<file path="src/rtl/lfp_pkg.sv">
// shared constants, code values and the status slot order for the led fade driver
// no dependencies
package lfp_pkg;

  localparam int NUM_LEDS        = 20;
  localparam int NUM_STATUS_LEDS = 13;
  localparam int NUM_GATES       = 4;

  localparam int LEVEL_W   = 8;
  localparam int IDX_W     = 5;
  localparam int CMD_W     = 2;
  localparam int GATE_IN_W = 4;

  localparam int FRAME_LEN = NUM_LEDS + NUM_GATES;
  localparam int LED_W     = (NUM_LEDS > 1) ? $clog2(NUM_LEDS) : 1;
  localparam int ST_W      = (NUM_STATUS_LEDS > 1) ? $clog2(NUM_STATUS_LEDS) : 1;
  localparam int CNT_W     = (FRAME_LEN > 1) ? $clog2(FRAME_LEN) : 1;

  localparam logic [LEVEL_W-1:0] STEP_RESET  = 8'd9;
  localparam logic [LEVEL_W-1:0] PHASE_RESET = 8'd3;

  localparam logic [CMD_W-1:0] CMD_STAGE = 2'd0;
  localparam logic [CMD_W-1:0] CMD_SET   = 2'd1;
  localparam logic [CMD_W-1:0] CMD_TICK  = 2'd2;

  typedef logic [LEVEL_W-1:0]   level_t;
  typedef logic [NUM_GATES-1:0] gate_vec_t;

  // status led number to led slot
  function automatic logic [IDX_W-1:0] slot_of(input logic [ST_W-1:0] st);
    logic [IDX_W-1:0] s;
    case (st)
      4'd0:    s = 5'd19;
      4'd1:    s = 5'd18;
      4'd2:    s = 5'd17;
      4'd3:    s = 5'd16;
      4'd4:    s = 5'd15;
      4'd5:    s = 5'd8;
      4'd6:    s = 5'd9;
      4'd7:    s = 5'd10;
      4'd8:    s = 5'd11;
      4'd9:    s = 5'd12;
      4'd10:   s = 5'd13;
      4'd11:   s = 5'd14;
      4'd12:   s = 5'd2;
      default: s = 5'd31;
    endcase
    return s;
  endfunction

endpackage

</file>
<file path="src/rtl/lfp_in_if.sv">
// input channel of the led fade driver: valid/ready plus command payload
// depends on lfp_pkg
interface lfp_in_if;
  logic                          valid;
  logic                          ready;
  logic [lfp_pkg::CMD_W-1:0]     command;
  logic [lfp_pkg::IDX_W-1:0]     led_index;
  logic [lfp_pkg::LEVEL_W-1:0]   level;
  logic [lfp_pkg::GATE_IN_W-1:0] gate_bits;

  modport source (output valid, command, led_index, level, gate_bits, input ready);
  modport sink   (input valid, command, led_index, level, gate_bits, output ready);
endinterface

</file>
<file path="src/rtl/lfp_out_if.sv">
// serial bit channel of the led fade driver: valid/ready plus data and last flag
// no dependencies
interface lfp_out_if;
  logic valid;
  logic ready;
  logic data_bit;
  logic last_bit;

  modport source (output valid, data_bit, last_bit, input ready);
  modport sink   (input valid, data_bit, last_bit, output ready);
endinterface

</file>
<file path="src/rtl/led_fade_pwm_shift_driver.sv">
// led fade and software pwm driver for a 24-bit shift chain
// depends on lfp_pkg, lfp_in_if and lfp_out_if
//
// Write beats (stage a status level, set a target) leave the state unchanged, and the
// block stays ready. A tick beat advances the pwm phase and sends one frame of
// 24 beats, one per cycle while the sink is ready: 20 led compare bits, then
// the gate bits inverted, gate 3 first, with last_bit on the final beat.
// Every second tick first walks the 13 status slots, one per cycle, to load
// targets and lift lower current levels, so the input stays busy through the
// walk and the frame; on these fade ticks the led fade step is applied to each
// led as its bit is sent. Ready returns once the last bit is loaded.
module led_fade_pwm_shift_driver (
  input  logic                          clk,
  input  logic                          rst_n,
  lfp_in_if.sink                        in_ch,
  lfp_out_if.source                     out_ch,
  input  logic                          cfg_we,
  input  logic [lfp_pkg::LEVEL_W-1:0]   cfg_wdata
);

  typedef enum logic [1:0] {S_IDLE, S_STAGE, S_EMIT} state_t;

  state_t                       state_r;
  logic [lfp_pkg::ST_W-1:0]     st_cnt_r;
  logic [lfp_pkg::CNT_W-1:0]    bit_cnt_r;
  logic                         fade_r;
  logic                         parity_r;
  lfp_pkg::level_t              phase_r;
  lfp_pkg::level_t              step_r;
  lfp_pkg::gate_vec_t           gate_sh_r;
  lfp_pkg::level_t              cur_r [lfp_pkg::NUM_LEDS];
  lfp_pkg::level_t              tgt_r [lfp_pkg::NUM_LEDS];
  lfp_pkg::level_t              stg_r [lfp_pkg::NUM_STATUS_LEDS];
  logic                         out_valid_r;
  logic                         out_data_r;
  logic                         out_last_r;

  logic                         in_acc;
  logic                         out_free;
  logic                         parity_nxt;
  lfp_pkg::level_t              phase_nxt;
  logic [lfp_pkg::IDX_W-1:0]    slot;
  logic                         slot_ok;
  logic [lfp_pkg::LED_W-1:0]    slot_i;
  lfp_pkg::level_t              stg_lvl;
  logic                         is_led;
  logic [lfp_pkg::LED_W-1:0]    led_i;
  lfp_pkg::level_t              cur_lvl;
  lfp_pkg::level_t              tgt_lvl;
  lfp_pkg::level_t              stepped_nxt;
  logic                         data_nxt;
  logic                         last_nxt;

  assign in_ch.ready    = (state_r == S_IDLE);
  assign in_acc         = in_ch.valid && in_ch.ready;
  assign out_free       = !out_valid_r || out_ch.ready;
  assign out_ch.valid   = out_valid_r;
  assign out_ch.data_bit = out_data_r;
  assign out_ch.last_bit = out_last_r;

  assign parity_nxt = ~parity_r;
  assign phase_nxt  = phase_r + step_r;

  // staging walk
  assign slot    = lfp_pkg::slot_of(st_cnt_r);
  assign slot_ok = slot < lfp_pkg::IDX_W'(lfp_pkg::NUM_LEDS);
  assign slot_i  = slot[lfp_pkg::LED_W-1:0];
  assign stg_lvl = stg_r[st_cnt_r];

  // frame emission with the fade step folded in
  assign is_led  = bit_cnt_r < lfp_pkg::CNT_W'(lfp_pkg::NUM_LEDS);
  assign led_i   = is_led ? bit_cnt_r[lfp_pkg::LED_W-1:0] : '0;
  assign cur_lvl = cur_r[led_i];
  assign tgt_lvl = tgt_r[led_i];

  always_comb begin
    stepped_nxt = cur_lvl;
    if (fade_r) begin
      if (tgt_lvl > cur_lvl) begin
        stepped_nxt = cur_lvl + 8'd1;
      end else if (tgt_lvl < cur_lvl) begin
        stepped_nxt = cur_lvl - 8'd1;
      end
    end
  end

  assign data_nxt = is_led ? (stepped_nxt > phase_r) : ~gate_sh_r[lfp_pkg::NUM_GATES-1];
  assign last_nxt = bit_cnt_r == lfp_pkg::CNT_W'(lfp_pkg::FRAME_LEN - 1);

  always_ff @(posedge clk) begin
    if (!rst_n) begin
      state_r     <= S_IDLE;
      st_cnt_r    <= '0;
      bit_cnt_r   <= '0;
      fade_r      <= 1'b0;
      parity_r    <= 1'b0;
      phase_r     <= lfp_pkg::PHASE_RESET;
      step_r      <= lfp_pkg::STEP_RESET;
      out_valid_r <= 1'b0;
      for (int i = 0; i < lfp_pkg::NUM_LEDS; i++) begin
        cur_r[i] <= '0;
        tgt_r[i] <= '0;
      end
      for (int i = 0; i < lfp_pkg::NUM_STATUS_LEDS; i++) begin
        stg_r[i] <= '0;
      end
    end else begin
      if (cfg_we) begin
        step_r <= cfg_wdata;
      end
      if (out_valid_r && out_ch.ready && state_r != S_EMIT) begin
        out_valid_r <= 1'b0;
      end
      case (state_r)
        S_IDLE: begin
          if (in_acc) begin
            case (in_ch.command)
              lfp_pkg::CMD_STAGE: begin
                if (in_ch.led_index < lfp_pkg::IDX_W'(lfp_pkg::NUM_STATUS_LEDS)) begin
                  stg_r[in_ch.led_index[lfp_pkg::ST_W-1:0]] <= in_ch.level;
                end
              end
              lfp_pkg::CMD_SET: begin
                if (in_ch.led_index < lfp_pkg::IDX_W'(lfp_pkg::NUM_LEDS)) begin
                  tgt_r[in_ch.led_index[lfp_pkg::LED_W-1:0]] <= in_ch.level;
                end
              end
              lfp_pkg::CMD_TICK: begin
                parity_r  <= parity_nxt;
                phase_r   <= phase_nxt;
                gate_sh_r <= lfp_pkg::gate_vec_t'(in_ch.gate_bits);
                bit_cnt_r <= '0;
                st_cnt_r  <= '0;
                fade_r    <= !parity_nxt;
                state_r   <= parity_nxt ? S_EMIT : S_STAGE;
              end
              default: begin
              end
            endcase
          end
        end
        S_STAGE: begin
          if (slot_ok) begin
            tgt_r[slot_i] <= stg_lvl;
            if (cur_r[slot_i] < stg_lvl) begin
              cur_r[slot_i] <= stg_lvl;
            end
          end
          if (st_cnt_r == lfp_pkg::ST_W'(lfp_pkg::NUM_STATUS_LEDS - 1)) begin
            state_r <= S_EMIT;
          end else begin
            st_cnt_r <= st_cnt_r + 1'b1;
          end
        end
        S_EMIT: begin
          if (out_free) begin
            out_valid_r <= 1'b1;
            out_data_r  <= data_nxt;
            out_last_r  <= last_nxt;
            if (is_led) begin
              cur_r[led_i] <= stepped_nxt;
            end else begin
              gate_sh_r <= gate_sh_r << 1;
            end
            if (last_nxt) begin
              state_r <= S_IDLE;
            end else begin
              bit_cnt_r <= bit_cnt_r + 1'b1;
            end
          end
        end
        default: begin
          state_r <= S_IDLE;
        end
      endcase
    end
  end

endmodule

</file>
<file path="src/flat_wrapper.sv">
// flat-port wrapper written by rule: the top's interface ports become plain ports
module led_fade_pwm_shift_driver_flat 
  (clk, rst_n, cfg_we, cfg_wdata, in_ch_valid, in_ch_command, in_ch_led_index, in_ch_level, in_ch_gate_bits, in_ch_ready, out_ch_valid, out_ch_data_bit, out_ch_last_bit, out_ch_ready);
  lfp_in_if in_ch_i ();
  lfp_out_if out_ch_i ();
  input  logic clk;
  input  logic rst_n;
  input  logic cfg_we;
  input  logic [lfp_pkg::LEVEL_W-1:0] cfg_wdata;
  input wire logic [$bits(in_ch_i.valid)-1:0] in_ch_valid;
  input wire logic [$bits(in_ch_i.command)-1:0] in_ch_command;
  input wire logic [$bits(in_ch_i.led_index)-1:0] in_ch_led_index;
  input wire logic [$bits(in_ch_i.level)-1:0] in_ch_level;
  input wire logic [$bits(in_ch_i.gate_bits)-1:0] in_ch_gate_bits;
  output wire logic [$bits(in_ch_i.ready)-1:0] in_ch_ready;
  output wire logic [$bits(out_ch_i.valid)-1:0] out_ch_valid;
  output wire logic [$bits(out_ch_i.data_bit)-1:0] out_ch_data_bit;
  output wire logic [$bits(out_ch_i.last_bit)-1:0] out_ch_last_bit;
  input wire logic [$bits(out_ch_i.ready)-1:0] out_ch_ready;
  assign in_ch_i.valid = in_ch_valid;
  assign in_ch_i.command = in_ch_command;
  assign in_ch_i.led_index = in_ch_led_index;
  assign in_ch_i.level = in_ch_level;
  assign in_ch_i.gate_bits = in_ch_gate_bits;
  assign in_ch_ready = in_ch_i.ready;
  assign out_ch_valid = out_ch_i.valid;
  assign out_ch_data_bit = out_ch_i.data_bit;
  assign out_ch_last_bit = out_ch_i.last_bit;
  assign out_ch_i.ready = out_ch_ready;
  led_fade_pwm_shift_driver u_core (.clk(clk), .rst_n(rst_n), .in_ch(in_ch_i), .out_ch(out_ch_i), .cfg_we(cfg_we), .cfg_wdata(cfg_wdata));
endmodule
</file>
<file path="config.mk">
export PLATFORM = sky130hd
export DESIGN_NAME = led_fade_pwm_shift_driver_flat
export DESIGN_NICKNAME = d
export VERILOG_FILES = /design/src/rtl/lfp_pkg.sv /design/src/rtl/lfp_in_if.sv /design/src/rtl/lfp_out_if.sv /design/src/rtl/led_fade_pwm_shift_driver.sv /design/src/flat_wrapper.sv
export SDC_FILE = /design/constraint.sdc
export NUM_CORES = 1
export LEC_CHECK = 0
export ABC_AREA = 1
export BUFFER_PORTS_ARGS = -buffer_cell sky130_fd_sc_hd__buf_2
export CAP_MARGIN = 20
export CORE_MARGIN = 1
export CORE_UTILIZATION = 63
export DETAILED_ROUTE_END_ITERATION = 7
export MAX_ROUTING_LAYER = met4
export PLACE_DENSITY_LB_ADDON = 0.12
export SLEW_MARGIN = 20
export SYNTH_ARGS = -nofsm -noshare
export SYNTH_HDL_FRONTEND = slang
export SYNTH_SLANG_ARGS = --single-unit
</file>
<file path="constraint.sdc">
create_clock -name clk -period 6.65 [get_ports clk]
set_input_delay 0.665 -clock clk [delete_from_list [all_inputs] [get_ports clk]]
set_output_delay 0.665 -clock clk [all_outputs]
set_load 0.05 [all_outputs]
</file>
After elaboration in Yosys (flattened, before gate mapping)

Memories as Yosys holds them, arrays and structs flattened. A register that Yosys moved wholly into a read port is not among the register bits.
Index checks and enable logic that the tools add are counted.

Bitwise gates (word level): 2
Add/subtract/negate cells: 5
Equality and inequality tests: 15
Reductions and logical operators: 20
Muxes and demuxes: 75
$lt $le $gt $ge: 8

Operators by type and width:

| kind                                                | number |
|---|---|
| 2-to-1 mux 8 bit                                    | 8 |
| 2-to-1 mux 4 bit                                    | 12 |
| 2-to-1 mux 5 bit                                    | 9 |
| OR reduction 8 bit                                  | 5 |
| 2-to-1 mux 1 bit                                    | 36 |
| greater-than comparator 8 bit                       | 2 |
| < comparator 8 bit                                  | 2 |
| case mux 4 bit (2 select lines)                     | 2 |
| < comparator 5 bit (second input constant)          | 3 |
| 2-to-1 mux 2 bit                                    | 6 |
| != test 2 bit (second input constant)               | 6 |
| case mux 5 bit (2 select lines)                     | 1 |
| AND reduction 5 bit                                 | 2 |
| adder 8 x 1 -> 8 bit (second input constant)        | 1 |
| adder 8 bit                                         | 1 |
| subtractor 8 x 1 -> 8 bit (second input constant)   | 1 |
| != test 2 x 1 -> 1 bit (second input constant)      | 3 |
| case mux 2 bit (3 select lines)                     | 1 |
| AND reduction 3 bit                                 | 2 |
| AND reduction 6 bit                                 | 1 |
| adder 5 x 1 -> 5 bit (second input constant)        | 1 |
| == test 5 bit (second input constant)               | 1 |
| < comparator 5 x 4 -> 1 bit (second input constant) | 1 |
| adder 4 x 1 -> 4 bit (second input constant)        | 1 |
| other kinds (10)                                    | 17 |

Bits of input ports: 32
Logic and storage cells: 140
Memory bits (writable): 424
Output and inout bits: 4
Memories kept: 4
Bits in registers: 36
Memory bits (read-only): 80

Memory list:

| memory          | depth | bits a word | rd ports | clocked after memory_dff | write ports | line                            | text |
|---|---|---|---|---|---|---|---|
| u_core.cur_r    | 20    | 8           | 2        | 0                        | 20          | led_fade_pwm_shift_driver.sv:31 | `lfp_pkg::level_t cur_r [lfp_pkg::NUM_LEDS];` |
| u_core.tgt_r    | 20    | 8           | 1        | 0                        | 20          | led_fade_pwm_shift_driver.sv:32 | `lfp_pkg::level_t tgt_r [lfp_pkg::NUM_LEDS];` |
| u_core.stg_r    | 13    | 8           | 1        | 1                        | 13          | led_fade_pwm_shift_driver.sv:33 | `lfp_pkg::level_t stg_r [lfp_pkg::NUM_STATUS_LEDS];` |
| (no name shown) | 16    | 5           | 1        | 1                        | 0           | lfp_pkg.sv:32                   | `case (st)` |

Depth between registers and ports, before layout

Depth after elaboration: 10
Gate-level depth with buffers: 37
Gate-level depth less buffers: 32

Worst setup path before layout

No wires, ideal clock.

Path kind: reg2reg
Start: reg u_core.bit_cnt_r[2] (netlist bit)
End: reg u_core.out_data_r, in the netlist u_core.out_ch.data_bit (data pin)
Path slack: 1985 ps
Required time: 6378 ps
Stages on the path, launching flop included: 32
Setup time: 272 ps
Arrival time: 4393 ps
Period minus slack after synthesis: 4665 ps
Path buffers: 4
Cell sequence: dfxtp_1 > o21ai_4 > nand2_4 > buf_6 > buf_2 > buf_2 > buf_2 > or2_2 > o211ai_1 > o31ai_1 > o211ai_1 > nand3_1 > o21a_1 > ha_1 > nand4_1 > inv_1 > nand2_1 > nand2_1 > inv_1 > nor2_1 > inv_1 > o21bai_2 > nand3_1 > nand2_1 > nand2_1 > inv_1 > ha_1 > nand2_1 > inv_1 > nand3_1 > o311ai_0 > o21ai_0

Cells in the longest elaborated chain, start to end: 9
Elaborated cells on any way between the ends: 13
Those cells by class: add/sub (2); order compare (4); mux (5); memory (2)

Ends and longest elaborated chain:

| element                                                                | line                                                             | text |
|---|---|---|
| from (decl)                                                            | led_fade_pwm_shift_driver.sv:25                                  | `logic [lfp_pkg::CNT_W-1:0] bit_cnt_r;` |
| from (signal assigned)                                                 | led_fade_pwm_shift_driver.sv:168                                 | `bit_cnt_r <= bit_cnt_r + 1'b1;` |
| < comparator 5 bit                                                     | led_fade_pwm_shift_driver.sv:71                                  | `assign is_led = bit_cnt_r < lfp_pkg::CNT_W'(lfp_pkg::NUM_LEDS);` |
| 2-to-1 mux 5 bit                                                       | led_fade_pwm_shift_driver.sv:72                                  | `assign led_i = is_led ? bit_cnt_r[lfp_pkg::LED_W-1:0] : '0;` |
| memory (20 x 8 bit), on equally long branches                          | --                                                               |  |
| subtractor 8 x 1 -> 8 bit / < comparator 8 bit (equally long branches) | led_fade_pwm_shift_driver.sv:82, led_fade_pwm_shift_driver.sv:81 |  |
| 2-to-1 mux 8 bit                                                       | led_fade_pwm_shift_driver.sv:81                                  | `end else if (tgt_lvl < cur_lvl) begin` |
| 2-to-1 mux 8 bit                                                       | led_fade_pwm_shift_driver.sv:79                                  | `if (tgt_lvl > cur_lvl) begin` |
| 2-to-1 mux 8 bit                                                       | led_fade_pwm_shift_driver.sv:78                                  | `if (fade_r) begin` |
| greater-than comparator 8 bit                                          | led_fade_pwm_shift_driver.sv:87                                  | `assign data_nxt = is_led ? (stepped_nxt > phase_r) : ~gate_sh_r[lfp_pkg::NUM_GATES-1];` |
| 2-to-1 mux 1 bit *                                                     | led_fade_pwm_shift_driver.sv:87                                  |  |
| net u_core.data_nxt                                                    | led_fade_pwm_shift_driver.sv:51                                  | `logic data_nxt;` |
| to (signal assigned)                                                   | led_fade_pwm_shift_driver.sv:158                                 | `out_data_r <= data_nxt;` |
| to (decl)                                                              | led_fade_pwm_shift_driver.sv:35                                  | `logic out_data_r;` |

Mark *: on every way through the listed nets, which the timed path passes. The rest lies on a longest branch.
A chain may end at the register's enable or synchronous reset.

==> impl_metrics.py <==
metrics = {
    "run_status": {
        "status": "complete, but fails checks",
        "violations": "DRC",
    },
    "logic_synthesis": {
        "synth_edf_count": 582,
        "yosysTopAreaCell": "edfxtp_1",
        "synth.area.top_cells": "edfxtp_1, nor2_1, nand2_1, o21ai_0, nand3_1",
        "synth.distinct_cells": 53,
        "yosysTopAreaCellShare_pct": 58.0,
        "yosys_warnings": 0,
        "synth_commonest_cells": "nor2_1, edfxtp_1, nand2_1, o21ai_0, nand3_1",
        "syn_inst": 3162,
        "syn_avg_cell_area_um2": 9.53,
        "yosysMostFrequentCell": "nor2_1",
        "ys.flop_type": "edfxtp_1",
        "ys_seq_area_share_pct": 60.6,
        "ys_ff_latch": 621,
        "async_flop_share_pct": 0,
        "synth_area_um2": 30100,
    },
    "global_route": {
        "grt_max_degree": 155,
        "grt_overflow_total": 0,
        "grt_pass1_vias": 23397,
        "grt.total_usage_pct": 36.8,
        "grt_antenna_before_repair": 2,
        "grt_pass1_wl_um": 131000,
    },
    "critical_path": {
        "critPathMaxFanout": 42,
        "worstReg2RegStart": "u_core.bit_cnt_r[4]",
        "required_ns": 6.95,
        "worstPathArrival_ns": 6.50,
        "cp_slowest_stage_delay_ns": 0.83,
        "ff2ff_setup_slack_ns": 0.46,
        "reg2regPathDepth": 23,
        "reg2reg_to": "u_core.cur_r[8][3]",
        "startpoint": "u_core.bit_cnt_r[4]",
        "crit_type": "flip-flop to flip-flop",
        "crit_slowest_cell": "inv_1",
        "crit_chain": "o21ai_4 -> buf_4 -> nand2_4 -> clkinv_2 -> buf_4 -> o31ai_1 -> o211ai_1 -> nand3_1 -> o21a_1 -> ha_1 -> nand2_1 -> nor2_1 -> a211oi_1 -> nand2_1 -> inv_1 -> nor2_1 -> inv_1 -> a21oi_2 -> nand3_1 -> nand3_1 -> nand2_1 -> inv_1 -> nor2_1",
        "cp-end-kind": "flip-flop",
        "critPathLaunchType": "flip-flop",
        "crit_family": "buffers and inverters",
        "critPathBufInv": 6,
    },
    "power": {
        "seq_power_share_pct": 44.2,
        "intPower_w": 0.00726,
        "p_sw_w": 0.00331,
        "ir_worst_vdd_mv": 0.254,
        "p_per_area_nw_per_um2": 317,
        "sw_frac_of_total_pct": 31.3,
        "clkPwrFrac_pct": 33.4,
        "pwr-share-comb_pct": 22.3,
        "p_leak_nw": 13.2,
    },
    "detailed_routing": {
        "wl_per_cell_um": 21.9,
        "drc": 1,
        "vias_per_cell": 6.32,
        "initialDrtViolationCount": 3624,
        "postRouteAntennaNets": 0,
        "firstDrtPassIters": 8,
        "drt_wl_total_um": 86000,
        "vias": 24815,
    },
    "floorplanning": {
        "die_height_um": 221,
        "die_w_um": 221,
        "placementRows": 79,
        "core_um2": 46900,
        "start_util_pct": 64.3,
        "ioPinCount": 36,
        "dieArea_um2": 48700,
    },
    "sta": {
        "setup_violations": 0,
        "hold_violations": 0,
        "max-slew-margin-rel_pct": 34.3,
        "worst_clock_skew_ns": 0.0228,
        "max_freq_mhz": 161,
        "slew_viol_final": 0,
        "rsz0062_at_grt": "false",
        "tightest_slew_ns": 0.973,
        "setup_tns_ns": 0,
        "period_minus_slack_ns": 6.19,
        "period_share_pct": 93.1,
    },
    "placed_design": {
        "gp_congestion": 1.06,
        "dp.final_hpwl_um": 55300,
        "port_buffers": 35,
        "dp_cells": 3809,
    },
    "finish": {
        "stdcell_count": 3926,
        "finish.net_count": 3339,
        "drive_gt1_share_pct": 7.48,
        "syn2layout_area_growth_pct": 10.9,
    },
    "clock_tree": {
        "clockBufferDepth": 3,
        "cts_sinks": 621,
        "cts-root-buf": "clkbuf_16",
        "ctsHoldBuffers": 0,
        "insertion_delay_ns": 0.60,
        "postCtsSetupBuffers": 0,
        "cts_buffers": 66,
        "cts_tree": "yes",
        "htreeDepth": 3,
        "cts_resized": 0,
        "clk_pin_slew_ns": 0.06,
    },
    "hold_path": {
        "hp-start": "in_ch_level[3]",
        "hold_end": "u_core.stg_r[13][3]",
        "hold_depth": 1,
        "min_path_type": "input port to flip-flop",
    },
    "run": {
        "maxCapViolations": 0,
    },
}
## how the worst max path moves through the flow
stage | end | slack [ns] | depth (start not counted)
2_1_floorplan | u_core.out_ch.data_bit | 1.98 | 31
3_3_place_gp | u_core.cur_r[0][3] | 0.93 | 24
3_5_place_dp | u_core.cur_r[8][3] | 0.80 | 24
4_1_cts | u_core.cur_r[8][3] | 0.80 | 24
5_1_grt | u_core.cur_r[17][3] | 0.37 | 24
6_report | u_core.cur_r[8][3] | 0.46 | 23
## registers in the layout (all words and copies together) (netlist names), 2 cells and up, named ones only
signal            cells
u_core.bit_cnt_r      5
u_core.cur_r        256
u_core.gate_sh_r      4
u_core.phase_r        8
u_core.slot           5
u_core.st_cnt_r       4
u_core.state_r        2
u_core.step_r         8
u_core.stg_r        128
u_core.tgt_r        192
## power groups by stage
stage               combinational [W]  clock (W)  sequential (W)
floorplan                     0.00162          0         0.00469
global placement              0.00224          0         0.00474
detailed placement            0.00227          0         0.00475
CTS                           0.00228    0.00356         0.00467
global route                  0.00256    0.00370         0.00470
finish                        0.00236    0.00354         0.00468
## routing by layer
layer  share of wire (%)  GRT usage (%)  wire, µm  vias up
li1                    -              -         -    11102
met1                  38           49.3     32700    11689
met2                  45           53.8     38400     1755
met3                  13           9.31     11600      269
met4                 3.9           14.7      3320        0
met5                   0              -         0        -
## stage by stage
step	worst slack, ns	hold slack (ns)	utilization, %	power [W]	cell area, µm²
CTS	0.796	0.263	71.2	0.0105	33400
global route	0.369	0.275	71.3	0.0110	33400
finish	0.456	0.279	71.3	0.0106	33400
global placement	0.930	0.458	66.9	0.00698	31300
floorplan	1.98	0.431	-	0.00631	30700
detailed placement	0.797	0.495	66.9	0.00702	31300
## final cells by class
type / instances / area, µm²
Sequential cell: 621 / 18300
Fill cell: 3521 / 13500
Multi-Input combinational cell: 2310 / 10900
Clock buffer: 92 / 1850
Tap cell: 607 / 759
Timing Repair Buffer: 99 / 718
Inverter: 172 / 649
Clock inverter: 23 / 194
Antenna cell: 2 / 5.00
## cells in the final DEF, fill, tap and decap left out, types with 6 or more instances in the layout
cell type and instances:
nand4_1 20, dfxtp_1 35, clkinv_1 19, nor3_1 8
buf_4 59, o221ai_1 42, ha_1 36, a21oi_1 131
o211ai_1 52, xor2_1 7, o21ai_0 301, conb_1 152
o21ai_2 10, clkbuf_1 18, clkbuf_16 68, a32o_1 6
o31ai_1 8, inv_1 160, a21oi_2 20, clkbuf_8 6
buf_2 35, nand3_1 212, o22ai_1 60, edfxtp_1 582
o21ai_1 12, nor2_1 693, or2_2 13, o311ai_0 6
nand2_1 484
## cell families after synthesis
logic type | Yosys count | synth area share (%)
AO/OA/AOI/OAI | 671 | 13.1
XOR/XNOR | 8 | 0.233
adder cells (fa/ha/maj) | 37 | 1.56
buffers and inverters | 382 | 5.12
flip-flops | 621 | 60.6
other | 1 | 0.0125
AND/OR/NAND/NOR | 1442 | 19.4
Power figures use the tool's default switching activity.
